$ cat config.mk
export PLATFORM = sky130hd
export DESIGN_NAME = nns_div_lane
export DESIGN_NICKNAME = d
export VERILOG_FILES = /design/src/rtl/nns_pkg.sv /design/src/rtl/nns_div_lane.sv
export SDC_FILE = /design/constraint.sdc
export NUM_CORES = 1
export LEC_CHECK = 0
export BUFFER_PORTS_ARGS = -buffer_cell sky130_fd_sc_hd__buf_2
export CORE_ASPECT_RATIO = 1.5
export CORE_MARGIN = 1.5
export CORE_UTILIZATION = 40
export CTS_CLUSTER_SIZE = 20
export DETAILED_ROUTE_END_ITERATION = 10
export PLACE_DENSITY = 0.64
export SLEW_MARGIN = 20
export SYNTH_ARGS = -nofsm -noshare
export SYNTH_HDL_FRONTEND = slang
export SYNTH_SLANG_ARGS = --single-unit
export TNS_END_PERCENT = 1
$ cat constraint.sdc
create_clock -name i_clk -period 6.2 [get_ports i_clk]
set_input_delay 0.62 -clock i_clk [delete_from_list [all_inputs] [get_ports i_clk]]
set_output_delay 0.62 -clock i_clk [all_outputs]
set_load 0.02 [all_outputs]
$ cat src/rtl/nns_pkg.sv
// ----------------------------------------------------------------------------
// nns_pkg: shared constants of the nearest-neighbor scaler
// Field widths, command and register codes, beat widths, and dimension clamp.
// ----------------------------------------------------------------------------
package nns_pkg;

    localparam int COORD_W  = 10;
    localparam int CH_W     = 8;
    localparam int PIX_W    = 3 * CH_W;
    localparam int SW_W     = 9;
    localparam int DW_W     = 11;
    localparam int PROD_W   = COORD_W + SW_W;
    localparam int CFG_A_W  = 2;
    localparam int CFG_D_W  = DW_W;

    localparam int S_TDATA_W = 48;
    localparam int M_TDATA_W = 24;

    localparam logic CMD_WRITE = 1'b0;
    localparam logic CMD_READ  = 1'b1;

    localparam logic [CFG_A_W-1:0] REG_SRC_WIDTH  = 2'd0;
    localparam logic [CFG_A_W-1:0] REG_SRC_HEIGHT = 2'd1;
    localparam logic [CFG_A_W-1:0] REG_DST_WIDTH  = 2'd2;
    localparam logic [CFG_A_W-1:0] REG_DST_HEIGHT = 2'd3;

    localparam logic [DW_W-1:0] DIM_RESET = 11'd256;

    function automatic logic [DW_W-1:0] clamp_dim(input logic [DW_W-1:0] v,
                                                   input logic [DW_W-1:0] vmax);
        logic [DW_W-1:0] res;
        if (v == '0) begin
            res = {{(DW_W-1){1'b0}}, 1'b1};
        end else if (v > vmax) begin
            res = vmax;
        end else begin
            res = v;
        end
        return res;
    endfunction

endpackage

$ cat src/rtl/nns_div_lane.sv
// ----------------------------------------------------------------------------
// nns_div_lane: pipelined restoring divider lane
// One quotient bit per stage, most significant first; skipped beats keep their
// preloaded quotient.
// ----------------------------------------------------------------------------
module nns_div_lane #(
    parameter int QW = 8
) (
    input  logic                         i_clk,
    input  logic                         i_en,
    input  logic [nns_pkg::DW_W+QW-1:0]  i_dividend,
    input  logic [nns_pkg::DW_W-1:0]     i_divisor,
    input  logic [QW-1:0]                i_q_init,
    input  logic                         i_skip,
    output logic [QW-1:0]                o_quot
);
    import nns_pkg::*;

    localparam int RW = DW_W + QW;

    logic [RW-1:0] r_rem  [QW];
    logic [QW-1:0] r_q    [QW];
    logic          r_skip [QW];

    logic [RW-1:0] n_rem  [QW];
    logic [QW-1:0] n_q    [QW];
    logic          n_skip [QW];

    always_comb begin
        logic [RW-1:0] rem_in;
        logic [QW-1:0] q_in;
        logic          skip_in;
        logic [RW-1:0] d_sh;
        for (int k = 0; k < QW; k++) begin
            if (k == 0) begin
                rem_in  = i_dividend;
                q_in    = i_q_init;
                skip_in = i_skip;
            end else begin
                rem_in  = r_rem[k-1];
                q_in    = r_q[k-1];
                skip_in = r_skip[k-1];
            end
            d_sh      = RW'(i_divisor) << (QW - 1 - k);
            n_rem[k]  = rem_in;
            n_q[k]    = q_in;
            n_skip[k] = skip_in;
            if (!skip_in && (rem_in >= d_sh)) begin
                n_rem[k]           = rem_in - d_sh;
                n_q[k][QW - 1 - k] = 1'b1;
            end
        end
    end

    always_ff @(posedge i_clk) begin
        if (i_en) begin
            for (int k = 0; k < QW; k++) begin
                r_rem[k]  <= n_rem[k];
                r_q[k]    <= n_q[k];
                r_skip[k] <= n_skip[k];
            end
        end
    end

    assign o_quot = r_q[QW-1];

endmodule

==> metrics.cfg <==
[outcome]
status = complete, no violations

[timing]
post-route-min-period_ns = 3.850
hold_viol_final = 0
setup_viol = 0
finalCritPeriodShare_pct = 62.10
rsz0062_at_grt = no
max_freq_mhz = 259.7
drv_slew = 0
fin_setup_tns_ns = 0
maxSlewHeadroom_pct = 37.19
final.setup_skew_ns = 0.01540
tightestPinTransition_ns = 0.9422

[detailed_routing]
via_per_inst = 5.564
drtIter0Drc = 299
vias = 7434
drt_wl_total_microns = 23060
post-route-drc-count = 0
ant_nets = 0
wl_per_cell_microns = 17.26
first_pass_iters = 4

[clock_network]
cts_htree_levels = 1
clock_sinks = 204
root_buffer = clkbuf_16
cts_resized = 0
clockBufferDepth = 3
holdBufCountCts = 0
tritoncts = built
clk_latency_ns = 0.52
post_cts_buffers = 0
path_clk_slew_ns = 0.06
cts_made_buffers = 21

[worst_hold_path]
hold_depth = 1
hp-class = input port to register
worstHoldEndpoint = r_q[0][3]$_DFFE_PP_
hold_start = i_q_init[3]

[finish]
final_cell_count_no_fill = 1336
nNetsFinal = 1111
multiInputGateArea_sq_um = 4994
final_core_util_pct = 45.50
drive_gt1_share_pct = 14.75
regArea_sq_um = 6126
diodes = 0
area_growth_pct = 11.81
fillers = 2505

[logic_synthesis]
synth_mux_area_share_pct = 4.811
synth-seq-area-share_pct = 53.65
synth_compound_area_share_pct = 12.11
synth_warnings = 0
yosys.area_share.simple_pct = 9.732
syn_area_sq_um = 11420
synth_adder_area_share_pct = 10.87
syn_area_per_cell_sq_um = 12.45
ys_async_sr_fraction_pct = 0
synth-xor-area-share_pct = 6.214
ys_ff_latch = 204
synth_cell_types = 60
synth-edff-count = 204
synth_ff_type = edfxtp_1
synth_top_family_by_area = compound AO/OA/AOI/OAI gates
synth.net_count = 1053
syn_inst = 917

[power]
p_int_mw = 3.057
p_sw_share_pct = 28.10
p_sw_mw = 1.195
p_clk_share_pct = 32.4
combPwrFrac_pct = 24.1
seqPwrFrac_pct = 43.5
peakVddDrop_mv = 0.2492
p_leak_nw = 4.919
power_density_nw_per_um2 = 333.0

[place]
hpwl_microns = 17130
dp.cells = 1298
gp_congestion = 0.8427
port-buffer-count = 48

[floorplan]
ios = 49
die_h_microns = 209.9
start_util_pct = 40.69
row_count = 75
die_w_microns = 140.9
dieArea_sq_um = 29590
core_sq_um = 28060

[grt]
grt_overflow = 0
track_usage_pct = 15.82
antenna_found_initial = 0
grt_max_degree = 113
grt_first_pass_wirelength_microns = 36800
grt_pass1_vias = 7871

[setup_path]
end_kind = register
worstPathArrival_ns = 4.12
reg2reg_depth = 10
critPathMostFrequentCell = inv_1
r2r_start = r_rem[5][1]$_DFFE_PP_
path_buf_inv = 2
crit_path_max_incr_delay_ns = 0.86
reg2reg_slack_ns = 2.35
cp_slowest_cell = o32a_1
worstSetupStartpointType = register
worstSetupPathType = register to register
rr_endpoint = r_rem[6][2]$_DFFE_PP_
cp_top_family = compound AO/OA/AOI/OAI gates
crit_fanout = 27
critPathLaunch = r_rem[5][1]$_DFFE_PP_
crit_path_cell_trace = inv_1 -> ha_1 -> inv_1 -> fa_1 -> a21o_1 -> a221oi_1 -> nor2_1 -> a2111oi_2 -> o32a_1 -> mux2_2
worstPathRequired_ns = 6.47

[run]
maxCapViolations = 0

## placed cells by master, fill, tap and decap left out, types with 5 or more instances in the layout
master     netlist  layout
nor2b_1         10      10
clkbuf_16        0      21
or2_2            6       6
nand2_1         43      43
or3_1            8       8
buf_4            9       7
xnor2_1         44      44
edfxtp_1       204     204
inv_1           44      44
nor4_1          12      12
a211oi_1         7       7
o31a_1           5       5
a31oi_1          7       7
ha_1            88      88
nor3b_1          5       5
nor2_1          37      37
nand3b_1         6       6
nand4_1         12      12
o21a_1           9       9
o21ai_0         54      54
a21o_1          34      34
mux2_2          43      43
fa_1             7       7
mux2i_1          5       5
buf_2            4      47
o211ai_1         6       6
nand3_1         14      14
xor2_1          37      37
a21oi_1         61      61
bufinv_16        0       5
and3_1           9       9
nor4b_1          8       8
nand2b_1        11      11
nor3_1          15      15
## worst max path at each step
| stage | to | cells after the start |
|---|---|---|
| after global placement | r_rem[6][2]$_DFFE_PP_ | 10 |
| final | r_rem[6][2]$_DFFE_PP_ | 10 |
| after CTS | r_rem[6][2]$_DFFE_PP_ | 10 |
| after global routing | r_rem[6][14]$_DFFE_PP_ | 11 |
| after floorplan | r_rem[6][10]$_DFFE_PP_ | 10 |
| after detailed placement | r_rem[6][2]$_DFFE_PP_ | 10 |
## Yosys cell counts (all sizes together), types with 14 or more instances
library cell,instances,share of area [%]
edfxtp,204,54
ha,88,9.6
a21oi,61,2.7
o21ai,54,2.4
inv,44,1.4
mux2,44,4.4
xnor2,44,3.4
nand2,43,1.4
nor2,37,1.2
xor2,37,2.8
a21o,34,2.2
nor3,16,0.75
buf,15,1.0
nand3,14,0.61
## layer usage
layer	GRT usage, %	wire (microns)
met1	13.93	7835
met2	33.02	13170
met3	1.688	755
met4	9.591	1296
met5	0	0
## registers in the layout, indices dropped and copies added, names as in the netlist
name	cells
r_skip	7
r_rem	133
r_q	64
## power groups by stage
stage                     logic, mW  registers (mW)  clock network, mW
after global placement        0.996            1.87                  0
after CTS                      1.03            1.85               1.41
final                          1.02            1.85               1.38
after floorplan               0.793            1.84                  0
after global routing           1.14            1.87               1.45
after detailed placement       1.02            1.88                  0
## logic make-up after synthesis
| group | Yosys count |
|---|---|
| mux | 49 |
| compound gates | 217 |
| xor+xnor | 81 |
| buf+inv | 64 |
| flops | 204 |
| simple gates | 207 |
| fa+ha+maj | 95 |
## area by class of cell
class                           instances  area share (%)
Timing Repair Buffer                   55           2.362
Clock inverter                         15           1.676
Tap cell                              346           3.391
Clock buffer                           23           4.175
Multi-Input combinational cell        649           39.12
Inverter                               44           1.294
Sequential cell                       204           47.99
## through the flow
stage	hold slack, ns	area, sq um	power, mW	setup WS, ns
final	0.2863	12770	4.251	2.350
after global routing	0.2651	12770	4.466	2.127
after CTS	0.2613	12770	4.290	2.381
after detailed placement	0.4045	12020	2.899	1.925
after global placement	0.4009	12020	2.869	2.048
after floorplan	0.4003	11420	2.635	2.830
(Power assumes the default switching activity.)
